===== config.mk =====
export PLATFORM = sky130hd
export DESIGN_NAME = refcounted_clock_source_selector_core
export DESIGN_NICKNAME = d
export VERILOG_FILES = /design/src/hdl/rcss_pkg.sv /design/src/hdl/refcounted_clock_source_selector_core.sv
export VERILOG_INCLUDE_DIRS = /design/src /design/src/hdl
export SDC_FILE = /design/constraint.sdc
export NUM_CORES = 1
export LEC_CHECK = 0
export BUFFER_PORTS_ARGS = -buffer_cell sky130_fd_sc_hd__buf_4
export CORE_MARGIN = 10
export CORE_UTILIZATION = 35
export DETAILED_ROUTE_END_ITERATION = 12
export PLACE_DENSITY = 0.56
export SLEW_MARGIN = 20
export SYNTH_ARGS = -nofsm -noshare
export SYNTH_HDL_FRONTEND = slang
export SYNTH_SLANG_ARGS = --single-unit
export TNS_END_PERCENT = 10

===== constraint.sdc =====
create_clock -name clk -period 4 [get_ports clk]
set_clock_uncertainty 0.05 [all_clocks]
set_input_delay 0.4 -clock clk [delete_from_list [all_inputs] [get_ports clk]]
set_output_delay 0.4 -clock clk [all_outputs]
set_load 0.03 [all_outputs]

===== src/hdl/refcounted_clock_source_selector_core_assert.svh =====
// ----------------------------------------------------------------------------
// Assertion macros for the clock source selector
// Wrap concurrent checks on clk with reset rst_n.
// ----------------------------------------------------------------------------
`ifndef REFCOUNTED_CLOCK_SOURCE_SELECTOR_CORE_ASSERT_SVH
`define REFCOUNTED_CLOCK_SOURCE_SELECTOR_CORE_ASSERT_SVH

// Same-cycle implication, checked outside reset
`define RCSS_ASSERT_IMP(label, ante, cons, msg) \
  label: assert property (@(posedge clk) disable iff (!rst_n) (ante) |-> (cons)) \
    else $error(msg);

// Next-cycle implication, checked outside reset
`define RCSS_ASSERT_NXT(label, ante, cons, msg) \
  label: assert property (@(posedge clk) disable iff (!rst_n) (ante) |=> (cons)) \
    else $error(msg);

`endif


===== src/hdl/rcss_pkg.sv =====
// ----------------------------------------------------------------------------
// rcss_pkg
// Types and codes shared by the reference-counted clock source selector.
// ----------------------------------------------------------------------------
package rcss_pkg;

  // Command codes
  localparam logic [2:0] CMD_REQ_SLOT  = 3'd0;
  localparam logic [2:0] CMD_REL_SLOT  = 3'd1;
  localparam logic [2:0] CMD_REQ_MIC   = 3'd2;
  localparam logic [2:0] CMD_REL_MIC   = 3'd3;
  localparam logic [2:0] CMD_FORCE_MIC = 3'd4;

  // Status codes
  localparam logic [1:0] ST_OK    = 2'd0;
  localparam logic [1:0] ST_ZERO  = 2'd1;
  localparam logic [1:0] ST_RANGE = 2'd2;
  localparam logic [1:0] ST_FULL  = 2'd3;

  // Shared analog bias counter ceiling
  localparam logic [1:0] ANALOG_MAX = 2'd3;

  // Configuration register map
  localparam int unsigned CFG_ADDR_W      = 3;
  localparam logic        REG_IDX_PLL_CNT = 1'b0;
  localparam logic [3:0]  PLL_COUNT_RESET = 4'd4;

  typedef struct packed {
    logic [2:0] command;
    logic [2:0] pll_index;
  } rcss_in_t;

  typedef struct packed {
    logic [1:0] status;
    logic       switched;
    logic [3:0] switch_from;
    logic [3:0] switch_to;
    logic       master_clock_on;
    logic       analog_supply_on;
    logic       micbias_on;
  } rcss_out_t;

endpackage


===== src/hdl/refcounted_clock_source_selector_core.sv =====
// Output: each result is registered and appears in the cycle after its command transfer.
// Throughput: one command per cycle while out_ready does not stall the result; the
//   combinational count update and priority pick over the slot counts set that rate.
// Reset (rst_n low, synchronous): all counts and the active source clear,
//   pll_count returns to 4 and the result register empties.
// ----------------------------------------------------------------------------
// refcounted_clock_source_selector_core
// Per-slot use counts, highest-slot clock source pick, mic bias and shared
// analog bias counting, with a registered result and an APB config port.
// ----------------------------------------------------------------------------
`include "refcounted_clock_source_selector_core_assert.svh"

module refcounted_clock_source_selector_core
  import rcss_pkg::*;
#(
  parameter int unsigned PLL_SLOTS  = 4,
  parameter int unsigned COUNT_BITS = 8
) (
  input  logic                  clk,
  input  logic                  rst_n,
  // command channel
  input  logic                  in_valid,
  output logic                  in_ready,
  input  rcss_in_t              in_data,
  // result channel
  output logic                  out_valid,
  input  logic                  out_ready,
  output rcss_out_t             out_data,
  // configuration port
  input  logic                  cfg_psel,
  input  logic                  cfg_penable,
  input  logic                  cfg_pwrite,
  input  logic [CFG_ADDR_W-1:0] cfg_paddr,
  input  logic [31:0]           cfg_pwdata,
  output logic [31:0]           cfg_prdata,
  output logic                  cfg_pready
);

  localparam int unsigned    SLOT_W    = (PLL_SLOTS > 1) ? $clog2(PLL_SLOTS) : 1;
  localparam logic [3:0]     SLOTS_4   = 4'(PLL_SLOTS);
  localparam logic [COUNT_BITS-1:0] COUNT_MAX = '1;
  localparam logic [COUNT_BITS-1:0] CNT_ZERO  = '0;
  localparam logic [COUNT_BITS-1:0] CNT_ONE   = COUNT_BITS'(1);

  // State
  logic [COUNT_BITS-1:0] cnt_r   [PLL_SLOTS];
  logic [COUNT_BITS-1:0] cnt_nxt [PLL_SLOTS];
  logic [3:0]            active_r, active_nxt;
  logic [1:0]            analog_r, analog_nxt;
  logic [COUNT_BITS-1:0] mic_r, mic_nxt;
  logic [3:0]            pll_count_r;
  logic                  out_valid_r;
  rcss_out_t             out_data_r, res;

  logic                  in_fire, cfg_wr;
  logic [3:0]            limit, idx1, below_next;
  logic                  in_range;
  logic [SLOT_W-1:0]     slot;
  logic [COUNT_BITS-1:0] cur_cnt;
  logic                  a_up, a_down;

  // Handshakes
  assign in_ready  = !out_valid_r || out_ready;
  assign in_fire   = in_valid && in_ready;
  assign out_valid = out_valid_r;
  assign out_data  = out_data_r;

  // Config access
  assign cfg_pready = 1'b1;
  assign cfg_wr     = cfg_psel && cfg_penable && cfg_pwrite && cfg_pready
                      && (cfg_paddr[CFG_ADDR_W-1] == REG_IDX_PLL_CNT);
  assign cfg_prdata = (cfg_paddr[CFG_ADDR_W-1] == REG_IDX_PLL_CNT)
                      ? {28'd0, pll_count_r} : 32'd0;

  // Address decode for slot commands
  assign limit    = (pll_count_r < SLOTS_4) ? pll_count_r : SLOTS_4;
  assign in_range = ({1'b0, in_data.pll_index} < limit);
  assign idx1     = {1'b0, in_data.pll_index} + 4'd1;
  assign slot     = in_data.pll_index[SLOT_W-1:0];
  assign cur_cnt  = cnt_r[slot];

  // Pick highest busy slot below the addressed one
  always_comb begin
    below_next = 4'd0;
    for (int i = 0; i < PLL_SLOTS; i++) begin
      if ((4'(i) < {1'b0, in_data.pll_index}) && (cnt_r[i] != CNT_ZERO)) begin
        below_next = 4'(i + 1);
      end
    end
  end

  // Command decode and state update
  always_comb begin
    for (int i = 0; i < PLL_SLOTS; i++) begin
      cnt_nxt[i] = cnt_r[i];
    end
    active_nxt      = active_r;
    mic_nxt         = mic_r;
    a_up            = 1'b0;
    a_down          = 1'b0;
    res.status      = ST_OK;
    res.switched    = 1'b0;
    res.switch_from = 4'd0;
    res.switch_to   = 4'd0;
    case (in_data.command)
      CMD_REQ_SLOT: begin
        if (!in_range) begin
          res.status = ST_RANGE;
        end else if (cur_cnt == COUNT_MAX) begin
          res.status = ST_FULL;
        end else begin
          cnt_nxt[slot] = cur_cnt + CNT_ONE;
          if ((cur_cnt == CNT_ZERO) && (idx1 > active_r)) begin
            res.switched    = 1'b1;
            res.switch_from = active_r;
            res.switch_to   = idx1;
            a_up            = (active_r == 4'd0);
            active_nxt      = idx1;
          end
        end
      end
      CMD_REL_SLOT: begin
        if (!in_range) begin
          res.status = ST_RANGE;
        end else if (cur_cnt == CNT_ZERO) begin
          res.status = ST_ZERO;
        end else begin
          cnt_nxt[slot] = cur_cnt - CNT_ONE;
          if ((cur_cnt == CNT_ONE) && (idx1 == active_r)) begin
            res.switched    = 1'b1;
            res.switch_from = active_r;
            res.switch_to   = below_next;
            a_down          = (below_next == 4'd0);
            active_nxt      = below_next;
          end
        end
      end
      CMD_REQ_MIC: begin
        if (mic_r == COUNT_MAX) begin
          res.status = ST_FULL;
        end else begin
          mic_nxt = mic_r + CNT_ONE;
          a_up    = (mic_r == CNT_ZERO);
        end
      end
      CMD_REL_MIC, CMD_FORCE_MIC: begin
        if (mic_r == CNT_ZERO) begin
          res.status = ST_ZERO;
        end else begin
          mic_nxt = (in_data.command == CMD_FORCE_MIC) ? CNT_ZERO : mic_r - CNT_ONE;
          a_down  = (mic_nxt == CNT_ZERO);
        end
      end
      default: begin
      end
    endcase

    // Shared analog bias: saturate up, hold at zero down
    if (a_up) begin
      analog_nxt = (analog_r == ANALOG_MAX) ? analog_r : analog_r + 2'd1;
    end else if (a_down) begin
      analog_nxt = (analog_r == 2'd0) ? analog_r : analog_r - 2'd1;
    end else begin
      analog_nxt = analog_r;
    end

    res.master_clock_on  = (active_nxt != 4'd0);
    res.analog_supply_on = (analog_nxt != 2'd0);
    res.micbias_on       = (mic_nxt != CNT_ZERO);
  end

  // Selector state: advance on each command transfer
  always_ff @(posedge clk) begin
    if (!rst_n) begin
      for (int i = 0; i < PLL_SLOTS; i++) begin
        cnt_r[i] <= CNT_ZERO;
      end
      active_r <= 4'd0;
      analog_r <= 2'd0;
      mic_r    <= CNT_ZERO;
    end else if (in_fire) begin
      for (int i = 0; i < PLL_SLOTS; i++) begin
        cnt_r[i] <= cnt_nxt[i];
      end
      active_r <= active_nxt;
      analog_r <= analog_nxt;
      mic_r    <= mic_nxt;
    end
  end

  // Config register
  always_ff @(posedge clk) begin
    if (!rst_n) begin
      pll_count_r <= PLL_COUNT_RESET;
    end else if (cfg_wr) begin
      pll_count_r <= cfg_pwdata[3:0];
    end
  end

  // Result register: load on transfer, drop when taken
  always_ff @(posedge clk) begin
    if (!rst_n) begin
      out_valid_r <= 1'b0;
    end else if (in_fire) begin
      out_valid_r <= 1'b1;
    end else if (out_ready) begin
      out_valid_r <= 1'b0;
    end
  end

  always_ff @(posedge clk) begin
    if (in_fire) begin
      out_data_r <= res;
    end
  end

  // Checks
  `RCSS_ASSERT_IMP(a_analog_sum, 1'b1,
    analog_r == ({1'b0, active_r != 4'd0} + {1'b0, mic_r != CNT_ZERO}),
    "analog bias count differs from its holders")
  `RCSS_ASSERT_IMP(a_noswitch_zero, out_valid_r && !out_data_r.switched,
    out_data_r.switch_from == 4'd0 && out_data_r.switch_to == 4'd0,
    "switch fields set without a switch")
  `RCSS_ASSERT_IMP(a_switch_moves, out_valid_r && out_data_r.switched,
    out_data_r.switch_from != out_data_r.switch_to && out_data_r.status == ST_OK,
    "switch reported without a move or with an error")
  `RCSS_ASSERT_NXT(a_range_err,
    in_fire && !in_range && (in_data.command == CMD_REQ_SLOT
      || in_data.command == CMD_REL_SLOT),
    out_data_r.status == ST_RANGE && active_r == $past(active_r),
    "out-of-range slot not rejected")

endmodule

* After elaboration in Yosys (flattened, before gate mapping)
Memory sizes are Yosys's and may differ from the RTL's. Index checks and enable logic that the tools add are counted.
Operators by class: add/sub/neg operators 7, muxes and demuxes 64, eq/ne operators 9, magnitude comparators 9, bitwise operators 6, reductions and logical operators 29
Operators with widths (number):
- 32-bit two-way mux | 4
- 32-bit bitwise mux | 2
- 8-bit two-way mux | 8
- 32-bit one-hot mux with 2 select lines | 1
- 9-bit two-way mux | 6
- 4-bit two-way mux | 10
- 8-bit nonzero test | 5
- 8-bit logical NOT | 3
- 2-bit two-way mux | 9
- 9-bit one-hot mux with 2 select lines | 1
- 1-bit two-way mux | 17
- 8-bit by 1-bit adder with 8-bit output (second input constant) | 2
- 8-bit demux with 2-bit select | 1
- 8-bit == test (second input constant) | 2
- 8-bit one-hot mux with 2 select lines | 1
- 8-bit by 1-bit subtractor with 8-bit output (second input constant) | 2
- 1-bit logical AND | 11
- 8-bit by 1-bit == test with 1-bit output (second input constant) | 1
- 4-bit logical NOT | 2
- 2-bit one-hot mux with 4 select lines | 1
- 4-bit one-hot mux with 2 select lines | 1
- 3-bit by 2-bit == test with 1-bit output (second input constant) | 2
- 1-bit by 3-bit < comparator with 1-bit output (first input constant) | 2
- 2-bit by 3-bit < comparator with 1-bit output (first input constant) | 2
- 23 further kinds | 28
Word-level totals: RAM bits 32, flip-flop bits (word level) 33, output and inout port bits 49, input port bits 48, memories kept 1
Memory list:
- cnt_r | depth 4, bits a word 8, rd ports 5, clocked after memory_dff 0, write ports 4, line refcounted_clock_source_selector_core.sv:46 | logic [COUNT_BITS-1:0] cnt_r [PLL_SLOTS];

* Logic depth before layout (Yosys ltp)
Gate-level depths: netlist of the first run. An unclocked memory read counts as a cell.
depth after elaboration 15, gate-level depth with buffers 12

* Worst setup path before layout of the first run
No wires, ideal clock.
kind input port to flip-flop, start point input port in_data[0] (netlist bit), end point register active_r[2], buffers on the path 2, cell stages on the path 12, setup time 128 ps, setup slack 860 ps, required time 3822 ps, arrival time 2962 ps, path through buf_6 -> buf_4 -> mux4_2 -> inv_1 -> ha_1 -> nand2b_1 -> or4_4 -> a2111oi_4 -> a31oi_1 -> nand2b_1 -> a22oi_1 -> nor2_1
On the way: word-level cells in the longest chain between the ends 7, elaborated cells on any way between the ends 20
RTL lines:
- start: declaration | line refcounted_clock_source_selector_core.sv:24 | input rcss_in_t in_data,
- 3-bit by 1-bit adder with 4-bit output, or another cell as far along | line refcounted_clock_source_selector_core.sv:78 | assign idx1 = {1'b0, in_data.pll_index} + 4'd1;
- 4-bit > comparator, or another cell as far along | line refcounted_clock_source_selector_core.sv:113 | if ((cur_cnt == CNT_ZERO) && (idx1 > active_r)) begin
- 1-bit logical AND, or another cell as far along | line refcounted_clock_source_selector_core.sv:113
- 4-bit two-way mux, on equally long branches | line refcounted_clock_source_selector_core.sv:113, refcounted_clock_source_selector_core.sv:129
- 4-bit two-way mux, on equally long branches | line refcounted_clock_source_selector_core.sv:109, refcounted_clock_source_selector_core.sv:125
- 4-bit two-way mux, on equally long branches | line refcounted_clock_source_selector_core.sv:107, refcounted_clock_source_selector_core.sv:123
- 4-bit one-hot mux with 2 select lines (*) | line refcounted_clock_source_selector_core.sv:105 | case (in_data.command)
- end signal: assignment | line refcounted_clock_source_selector_core.sv:185 | active_r <= active_nxt;
- end: declaration | line refcounted_clock_source_selector_core.sv:48 | logic [3:0] active_r, active_nxt;
Every way passes the cells marked *; elsewhere a longest branch is shown, timed or not. A chain may end at the register's enable or synchronous reset.

* Final worst setup path of the first run
start point register mic_r[0], end point register analog_r[0]
On the way: word-level cells in the longest chain between the ends 7, elaborated cells on any way between the ends 11
RTL lines:
- start: declaration | line refcounted_clock_source_selector_core.sv:50 | logic [COUNT_BITS-1:0] mic_r, mic_nxt;
- start signal: assignment | line refcounted_clock_source_selector_core.sv:187 | mic_r <= mic_nxt;
- 8-bit by 1-bit subtractor with 8-bit output | line refcounted_clock_source_selector_core.sv:150 | mic_nxt = (in_data.command == CMD_FORCE_MIC) ? CNT_ZERO : mic_r - CNT_ONE;
- 8-bit two-way mux | line refcounted_clock_source_selector_core.sv:150
- 8-bit logical NOT | line refcounted_clock_source_selector_core.sv:151 | a_down = (mic_nxt == CNT_ZERO);
- 1-bit two-way mux | line refcounted_clock_source_selector_core.sv:147 | if (mic_r == CNT_ZERO) begin
- 1-bit one-hot mux with 2 select lines | line refcounted_clock_source_selector_core.sv:105
- 2-bit two-way mux | line refcounted_clock_source_selector_core.sv:161 | end else if (a_down) begin
- 2-bit two-way mux (*) | line refcounted_clock_source_selector_core.sv:159 | if (a_up) begin
- end signal: assignment | line refcounted_clock_source_selector_core.sv:186 | analog_r <= analog_nxt;
- end: declaration | line refcounted_clock_source_selector_core.sv:49 | logic [1:0] analog_r, analog_nxt;
Marks and branches as above.

==> results.txt, run 1 <==
Netlist cell types: 64
Die H: 134 microns
Max Slew Vio Count: 0
Die W: 134 microns
N_diodes: 0
Critical Path Fanout Max: 9
Combinational power share: 20.6%
Nets: 562
Worst slew pin tran: 0.780 ns
GRT Total Usage: 12.9%
Setup bufs post-CTS: 0
Syn Inst Count: 475
Area of the multi-input gates: 0.00245 sq mm
Hold_ws: 0.228 ns
Sink Count: 65
Detailed Route Iter0 Violations: 397
Final min period: 3.32 ns
Vias in the first global route: 3,500
Hold Startpoint: cfg_pwdata[2]
Fmax: 0.301 GHz
CP Launch Type: flip-flop
Port-buffer cells: 37
CTS resizes: 0
Critical Path Sink Type: flip-flop
CTS clk-pin slew, worst paths: 0.05 ns
Power Internal: 0.00134 W
H-tree depth: 3
Area delta synth->final: 12.5%
CP arrival: 3.49 ns
Detailed Routing Iterations Pass 1: 5
Setup crit start: mic_r[0]$_SDFFE_PN0P_
HP Class: in -> reg
Crit Path Category: reg -> reg
Fillers: 1,276
Worst-Skew Late Latency: 0.34 ns
Setup violations, final: 0
Global-route wire length before repair: 18,600 microns
Switching pwr: 0.000575 W
Max clock buf depth: 2
GP Congestion: 0.919
Final setup TNS: 0 ns
IR drop worst, VDD: 182 uV
Yosys warns: 0
Endpoints failing hold: 0
Routed Wire Length: 11,700 microns
Placed Instances: 659
DIE AREA: 0.0178 sq mm
Post-route insts no fill: 675
Drt wl/cell: 17.4 microns
CP required: 4.17 ns
Row Count: 41
Drc violations: 0
Clk pwr share: 37.3%
PwrDens: 376 mW/mm^2
Main flop type after synthesis: edfxtp_1
Relative slew slack: 47.8%
Core region area: 0.0126 sq mm
Via count: 3,648
Register area: 0.00176 sq mm
Hpwl dp: 8540 microns
RSZ-0062 raised after global routing: no
Switching Share: 30.1%
Pleak: 1.93 nW
Initial Util: 35.8%
Netlist Area Pre-Place: 0.00451 sq mm
Worst R2R Start: mic_r[0]$_SDFFE_PN0P_
Sequential share of power: 42.1%
Initial antenna violation count: 0
ANT nets after route: 0
Number of synthesized flops with an enable pin: 46
Fin crit share: 83.0%
Synthesized flop and latch total: 65
I/O Pins: 97
Gr ovfl total: 0
Root buffer cell: clkbuf_16
CTS Buf Count: 9
Vias/cell: 5.40
CTS Hold Buffers Added: 0
Outcome: completed
Synth Area per Inst: 9.50 sq um
Share of cells above drive strength 1: 14.9%
Sequential share of the synthesized area: 39.0%
MaxCap Viol Count: 0
FFs w/ async S/R, synth: 0%
CTS tree: yes
Largest net degree at the start of global routing: 33
[power by group through the flow]
| stage | clock network [W] | registers (W) | logic, W |
|---|---|---|---|
| 2_1_floorplan | 0 | 0.000815 | 0.000304 |
| 3_3_place_gp | 0 | 0.000816 | 0.000385 |
| 3_5_place_dp | 0 | 0.000817 | 0.000387 |
| 4_1_cts | 0.000738 | 0.000803 | 0.000389 |
| 5_1_grt | 0.000768 | 0.000809 | 0.000426 |
| 6_report | 0.000713 | 0.000804 | 0.000393 |
[kinds of logic after synthesis]
kind of cell	after synthesis	share of synthesized area, %
flops	65	39.0
mux	34	9.92
xor+xnor	12	2.33
other cells	2	0.166
buf+inv	76	8.98
fa+ha+maj	16	4.43
compound gates	95	14.7
simple gates	175	20.4
[through the flow]
step	setup slack (ns)	instance area (sq um)	utilization, %	total power, W
detailed placement	0.478	4810	38.1	0.00120
finish	0.678	5080	40.3	0.00191
CTS	0.684	5080	40.2	0.00193
global placement	0.555	4810	38.1	0.00120
floorplan	0.860	4620	-	0.00112
global route	0.553	5080	40.3	0.00200
[layer usage]
| metal | GRT usage [%] | up-vias | wire length, microns |
|---|---|---|---|
| met2 | 21.1 | 133 | 5650 |
| met3 | 3.61 | 18 | 634 |
| met4 | 4.90 | 0 | 214 |
| li1 | - | 1752 | - |
| met5 | 0 | - | 0 |
| met1 | 15.7 | 1745 | 5230 |
[worst max-delay path, cell delays in order, from the launching register on]
cell and delay (ns):
dfxtp_1 0.41, inv_1 0.12, ha_1 0.19, or4b_2 0.71, o21ai_0 0.50, nor4_1 0.13
a22o_1 0.24, a31oi_1 0.35, o22ai_1 0.16, or3_1 0.35
[Yosys cell counts, drive strengths merged (7+ instances only)]
master  count  share of area, %
a211oi     13               2.2
a21oi      21               2.3
buf        34               5.5
clkbuf     22               1.8
dfxtp      19               8.4
edfxtp     46                31
ha         16               4.4
inv        19               1.6
mux2i      26               5.8
mux4        8               4.2
nand2      29               2.4
nand2b     12               1.7
nand3      12               1.4
nor2       62               5.2
nor2b       7              0.97
nor4       11               1.5
o21ai      13               1.4
o22ai      12               1.7
[flip-flops by register name (all words and copies together) (netlist names)]
name         cells
active_r         4
analog_r         2
cnt_r           32
mic_r            8
out_data        14
out_valid        1
pll_count_r      4
[final timing paths]
check	to	slack, ns	depth (start not counted)
min	pll_count_r[2]$_SDFFE_PN1P_	0.23	3
max reg2reg	analog_r[0]$_SDFFE_PN0P_	0.68	9
min reg2reg	active_r[1]$_SDFFE_PN0P_	0.43	2
max	analog_r[0]$_SDFFE_PN0P_	0.68	9
[area by class of cell]
type / count / share of cell area (%)
multi-input cells: 361 / 48.3
flip-flops and latches: 65 / 34.7
repair buffers: 41 / 6.06
clock buffers: 13 / 4.93
well taps: 172 / 4.24
inverters: 20 / 1.48
clock inverters: 3 / 0.345
[cells in the final DEF (no fill, tap or decap), types with 4 or more instances in the layout]
cell / count
nor2_1: 62
edfxtp_1: 46
buf_4: 41
conb_1: 29
nand2_1: 28
mux2i_1: 26
a21oi_1: 21
inv_1: 19
dfxtp_1: 19
ha_1: 16
o21ai_0: 13
a211oi_1: 13
nand2b_1: 12
o22ai_1: 12
nand3_1: 11
nor4_1: 11
clkbuf_16: 9
nor2b_1: 7
mux4_2: 6
xnor2_1: 6
nand4_1: 6
xor2_1: 6
nor3_1: 4
nor4b_1: 4
No activity file was read; power rests on OpenSTA's default activity.
==> run 2, diff against run 1 <==
--- a/config.mk
+++ b/config.mk
@@ -10,7 +10,7 @@
 export CORE_MARGIN = 10
 export CORE_UTILIZATION = 35
 export DETAILED_ROUTE_END_ITERATION = 12
-export PLACE_DENSITY = 0.56
+export PLACE_DENSITY = 0.58
 export SLEW_MARGIN = 20
 export SYNTH_ARGS = -nofsm -noshare
 export SYNTH_HDL_FRONTEND = slang
==> constraint.sdc (replaced) <==
create_clock -name clk -period 2.8 [get_ports clk]
set_clock_uncertainty 0.05 [all_clocks]
set_input_delay 0.28 -clock clk [delete_from_list [all_inputs] [get_ports clk]]
set_output_delay 0.28 -clock clk [all_outputs]
set_load 0.03 [all_outputs]
==> results.txt, run 2 (synthesized netlist as in run 1, its figures left out) <==
Drt wl/cell: 16.9 microns
Sequential share of power: 39.3%
Gr ovfl total: 0
Post-route insts no fill: 756
CTS Buf Count: 9
Nets: 643
Critical Path Fanout Max: 12
Routed Wire Length: 12,800 microns
Fin worst setup slack: 0.00849 ns
PwrDens: 494 mW/mm^2
Worst-Skew Late Latency: 0.33 ns
Row Count: 41
CTS tree: yes
Final Power: 0.00287 W
N_diodes: 0
Root buffer cell: clkbuf_16
Most frequent cells in the layout: buf_4, nor2_1, edfxtp_1, nand2_1, conb_1
Die W: 134 microns
Die H: 134 microns
Relative slew slack: 49.1%
Drc violations: 0
Largest Register: cnt_r
Largest net degree at the start of global routing: 33
Crit path buffers/inverters: 2
Max reg flops: 32
Detailed Routing Iterations Pass 1: 5
Outcome: completed
Top sig layer: met4
Pleak: 2.36 nW
Worst slack, placed: -0.238 ns
CP arrival: 2.84 ns
H-tree depth: 3
Final min period: 2.79 ns
Sink Count: 65
Fmax: 0.358 GHz
CP Launch Type: flip-flop
Met1 WL: 5650 microns
Area delta synth->final: 28.8%
WL met2: 6340 microns
Placed Instances: 736
Initial Util: 35.8%
Fin crit share: 99.7%
CTS clk-pin slew, worst paths: 0.06 ns
Via count: 3,948
Final instance area: 0.00581 sq mm
Switching Share: 30.8%
Max Slew Vio Count: 0
Hpwl dp: 9480 microns
Core region area: 0.0126 sq mm
CP max stage delay: 0.60 ns
WL met3: 543 microns
Crit-path leading delay family: simple AND/OR/NAND/NOR gates
Initial antenna violation count: 0
Slowest CP cell: or4_4
HP Class: in -> reg
CTS Hold Buffers Added: 0
Vias/cell: 5.22
Worst slew pin tran: 0.761 ns
Switching pwr: 0.000884 W
I/O Pins: 97
Endpoints failing hold: 0
Setup violations, final: 0
Share of cells above drive strength 1: 29.5%
Port-buffer cells: 37
Worst-path cell chain: mux4_2 > or4_4 > nor3b_4 > buf_4 > a21oi_4 > a41o_2 > clkbuf_16
Combinational power share: 25.1%
Detailed Route Iter0 Violations: 254
GRT Total Usage: 13.7%
Post-Place Cell Area: 0.00543 sq mm
Global-route wire length before repair: 20,200 microns
ANT nets after route: 0
Max clock buf depth: 2
DIE AREA: 0.0178 sq mm
IR drop worst, VDD: 314 uV
MaxCap Viol Count: 0
RSZ-0062 raised after global routing: yes
Commonest non-fill, non-tap cell in the layout: buf_4
CP required: 2.85 ns
Power Internal: 0.00199 W
Vias in the first global route: 3,949
Clk pwr share: 35.6%
GP Congestion: 0.868
Critical Path Sink Type: flip-flop
Crit Path Category: reg -> reg
## run 2: cell count changes in the layout (fill, tap and decap cells not counted), moves of 2 or more
cell / change
o22ai_2: +2
a22oi_1: -2
buf_12: +2
o21ai_0: -2
a22oi_2: +2
dfxtp_2: +2
buf_4: +77
clkbuf_1: -3
clkinvlp_4: +4
dfxtp_1: -2
o22ai_1: -2
## run 2: area by class of cell
cell class / instances / area, sq um
clock buffer: 9 / 225
clock inverter: 7 / 47.5
fill: 1232 / 6810
inverter: 20 / 75.1
multi-input combinational: 361 / 2520
sequential: 65 / 1760
tap: 172 / 215
timing repair buffer: 122 / 962
## run 2: path summary, 6_finish.rpt
| path | startpoint | endpoint | cells after the start | slack [ns] |
|---|---|---|---|---|
| setup / recovery | cnt_r[2][4]$_SDFFCE_PN0P_ | cnt_r[2][1]$_SDFFCE_PN0P_ | 7 | 0.008 |
| hold / removal | cfg_pwdata[2] | pll_count_r[2]$_SDFFE_PN1P_ | 3 | 0.11 |
| setup reg to reg | cnt_r[2][4]$_SDFFCE_PN0P_ | cnt_r[2][1]$_SDFFCE_PN0P_ | 7 | 0.008 |
| hold reg to reg | active_r[1]$_SDFFE_PN0P_ | active_r[1]$_SDFFE_PN0P_ | 2 | 0.42 |
## run 2: tightest hold or removal path: cells and delay by family
| kind | cells | cell delay, ns |
|---|---|---|
| muxes | 1 | 0.05 |
| buffers and inverters | 1 | 0.08 |
| and+or+nand+nor | 1 | 0.06 |
## run 2: repair_timing
action,CTS,global route
cloned,0,1
endpoints found under the setup margin,25,42
setup buffers,2,1
pin swaps,6,5
resized for setup,2,13
## run 2: power by group through the flow
stage,clock network [W],registers [W],logic (W)
final,0.00102,0.00113,0.000720
after global routing,0.00109,0.00114,0.000778
after CTS,0.00105,0.00113,0.000701
after detailed placement,0,0.00115,0.000691
after global placement,0,0.00115,0.000684
after floorplan,0,0.00116,0.000437
## run 2: per-layer routing
metal	vias to the layer above	global-route usage, %
li1	1914	-
met1	1906	17.2
met2	111	22.7
met3	17	2.71
met4	0	5.38
met5	-	0
## run 2: per-stage QoR
step	hold slack (ns)	TNS (ns)	util (%)
floorplan	0.355	-0.487	-
global placement	0.412	-6.35	43.0
detailed placement	0.415	-8.88	43.0
CTS	0.108	0	45.3
global route	0.133	-1.31	46.1
finish	0.112	0	46.1
==> run 3, diff against run 2 <==
--- a/config.mk
+++ b/config.mk
@@ -8,9 +8,10 @@
 export LEC_CHECK = 0
 export BUFFER_PORTS_ARGS = -buffer_cell sky130_fd_sc_hd__buf_4
 export CORE_MARGIN = 10
-export CORE_UTILIZATION = 35
+export CORE_UTILIZATION = 39
 export DETAILED_ROUTE_END_ITERATION = 12
-export PLACE_DENSITY = 0.58
+export PLACE_DENSITY = 0.64
+export RECOVER_POWER = 25
 export SLEW_MARGIN = 20
 export SYNTH_ARGS = -nofsm -noshare
 export SYNTH_HDL_FRONTEND = slang
==> results.txt, run 3 (synthesized netlist as in run 1, its figures left out) <==
CP Launch Type: flip-flop
Met3 usage: 3.02%
Failing checks: negative setup slack
Detailed Route Iter0 Violations: 407
CTS clk-pin slew, worst paths: 0.05 ns
I/O Pins: 97
Commonest non-fill, non-tap cell in the layout: buf_4
Via count: 3,921
Largest Register: cnt_r
Pleak: 2.25 nW
Row Count: 39
GR Layer Usage met1: 19.0%
GP Congestion: 0.952
Area delta synth->final: 23.9%
Drt wl/cell: 17.2 microns
Fin worst setup slack: -0.0240 ns
IR drop worst, VDD: 391 uV
Max Slew Vio Count: 0
Met2 usage: 24.7%
Die W: 128 microns
Fin crit share: 101%
Sink Count: 65
CTS Buf Count: 9
Worst-path cell chain: buf_4 > or4b_2 > a31o_2 > nor4b_1 > nor4b_2 > a31oi_1 > and4_1 > or3_1
Root buffer cell: clkbuf_16
Max reg flops: 32
Routed Wire Length: 12,400 microns
N_diodes: 0
GRT busiest layer: met2
Crit path buffers/inverters: 1
DIE AREA: 0.0163 sq mm
Worst-Skew Late Latency: 0.33 ns
Post-Place Cell Area: 0.00538 sq mm
Share of cells above drive strength 1: 23.7%
Nets: 638
Vias in the first global route: 3,929
Port-buffer cells: 37
Gr ovfl total: 0
CP required: 2.97 ns
Critical Path Sink Type: flip-flop
H-tree depth: 3
HP Class: in -> reg
CP arrival: 2.99 ns
Endpoints failing hold: 0
Final min period: 2.82 ns
Outcome: complete, but fails checks
Worst slack, placed: -0.213 ns
Critical Path Fanout Max: 3
Die H: 128 microns
Hpwl dp: 9310 microns
MaxCap Viol Count: 0
Relative slew slack: 47.0%
Detailed Routing Iterations Pass 1: 5
Largest net degree at the start of global routing: 33
Core region area: 0.0114 sq mm
Crit Path Category: reg -> reg
Initial Util: 39.7%
Most frequent cells in the layout: buf_4, nor2_1, edfxtp_1, nand2_1, conb_1
CTS tree: yes
ANT nets after route: 0
Setup bufs post-CTS: 0
CP max stage delay: 0.67 ns
Fmax: 0.354 GHz
Setup violations, final: 1
Vias/cell: 5.43
Final Power: 0.00288 W
Global-route wire length before repair: 20,100 microns
Initial antenna violation count: 0
Worst slew pin tran: 0.793 ns
Slowest CP cell: or4b_2
Crit-path leading delay family: simple AND/OR/NAND/NOR gates
Final instance area: 0.00559 sq mm
GRT Total Usage: 15.0%
Drc violations: 0
RSZ-0062 raised after global routing: yes
PwrDens: 515 mW/mm^2
Max clock buf depth: 2
-- run 3: cell count changes in the layout (fill, tap and decap cells not counted), sizes merged --
cell      delta
clkbuf      +28
buf         -28
inv          +1
clkinvlp     -5
clkinv       -1
-- run 3: worst register-to-register path, stage by stage (launching register included) --
cell	delay, ns
dfxtp_1	0.31
buf_4	0.14
or4b_2	0.67
a31o_2	0.31
nor4b_1	0.26
nor4b_2	0.27
a31oi_1	0.15
and4_1	0.21
or3_1	0.35
-- run 3: path summary, 6_finish.rpt --
path | from | endpoint | slack [ns] | depth (start not counted)
min | cfg_pwdata[2] | pll_count_r[2]$_SDFFE_PN1P_ | 0.11 | 3
min reg2reg | active_r[1]$_SDFFE_PN0P_ | active_r[1]$_SDFFE_PN0P_ | 0.42 | 2
max reg2reg | pll_count_r[2]$_SDFFE_PN1P_ | analog_r[0]$_SDFFE_PN0P_ | -0.02 | 8
max | pll_count_r[2]$_SDFFE_PN1P_ | analog_r[0]$_SDFFE_PN0P_ | -0.02 | 8
-- run 3: what timing repair did --
action / 4_1_cts / 5_1_grt
resized for setup: 3 / 3
hold buffers: 0 / 0
endpoints found under the setup margin: 1 / 10
-- run 3: per-layer routing --
layer,share of wire [%],vias to the layer above
met1,44,1881
met4,1.6,0
met5,0,-
met2,49,122
met3,5.0,18
li1,-,1900
-- run 3: cell type report --
type                            instances  area, sq um
Clock inverter                          2         11.3
Tap cell                              143          179
Multi-Input combinational cell        361         2490
Timing Repair Buffer                  117          802
Fill cell                            1104         5780
Inverter                               20         75.1
Clock buffer                           14          274
Sequential cell                        65         1760
-- run 3: stage by stage --
step	setup TNS [ns]	utilization [%]	cells	hold WS (ns)
2_1_floorplan	-0.487	-	502	0.355
3_3_place_gp	-2.94	47.3	706	0.413
3_5_place_dp	-4.78	47.3	706	0.415
4_1_cts	0	49.9	722	0.103
5_1_grt	-0.243	49.2	722	0.152
6_report	-0.0240	49.2	722	0.113
-- run 3: power by group --
part           switching, W  internal, W  leakage [nW]
combinational      0.000411     0.000270          1.48
clock              0.000395     0.000671         0.143
sequential        0.0000389      0.00109         0.628
total              0.000845      0.00203          2.25
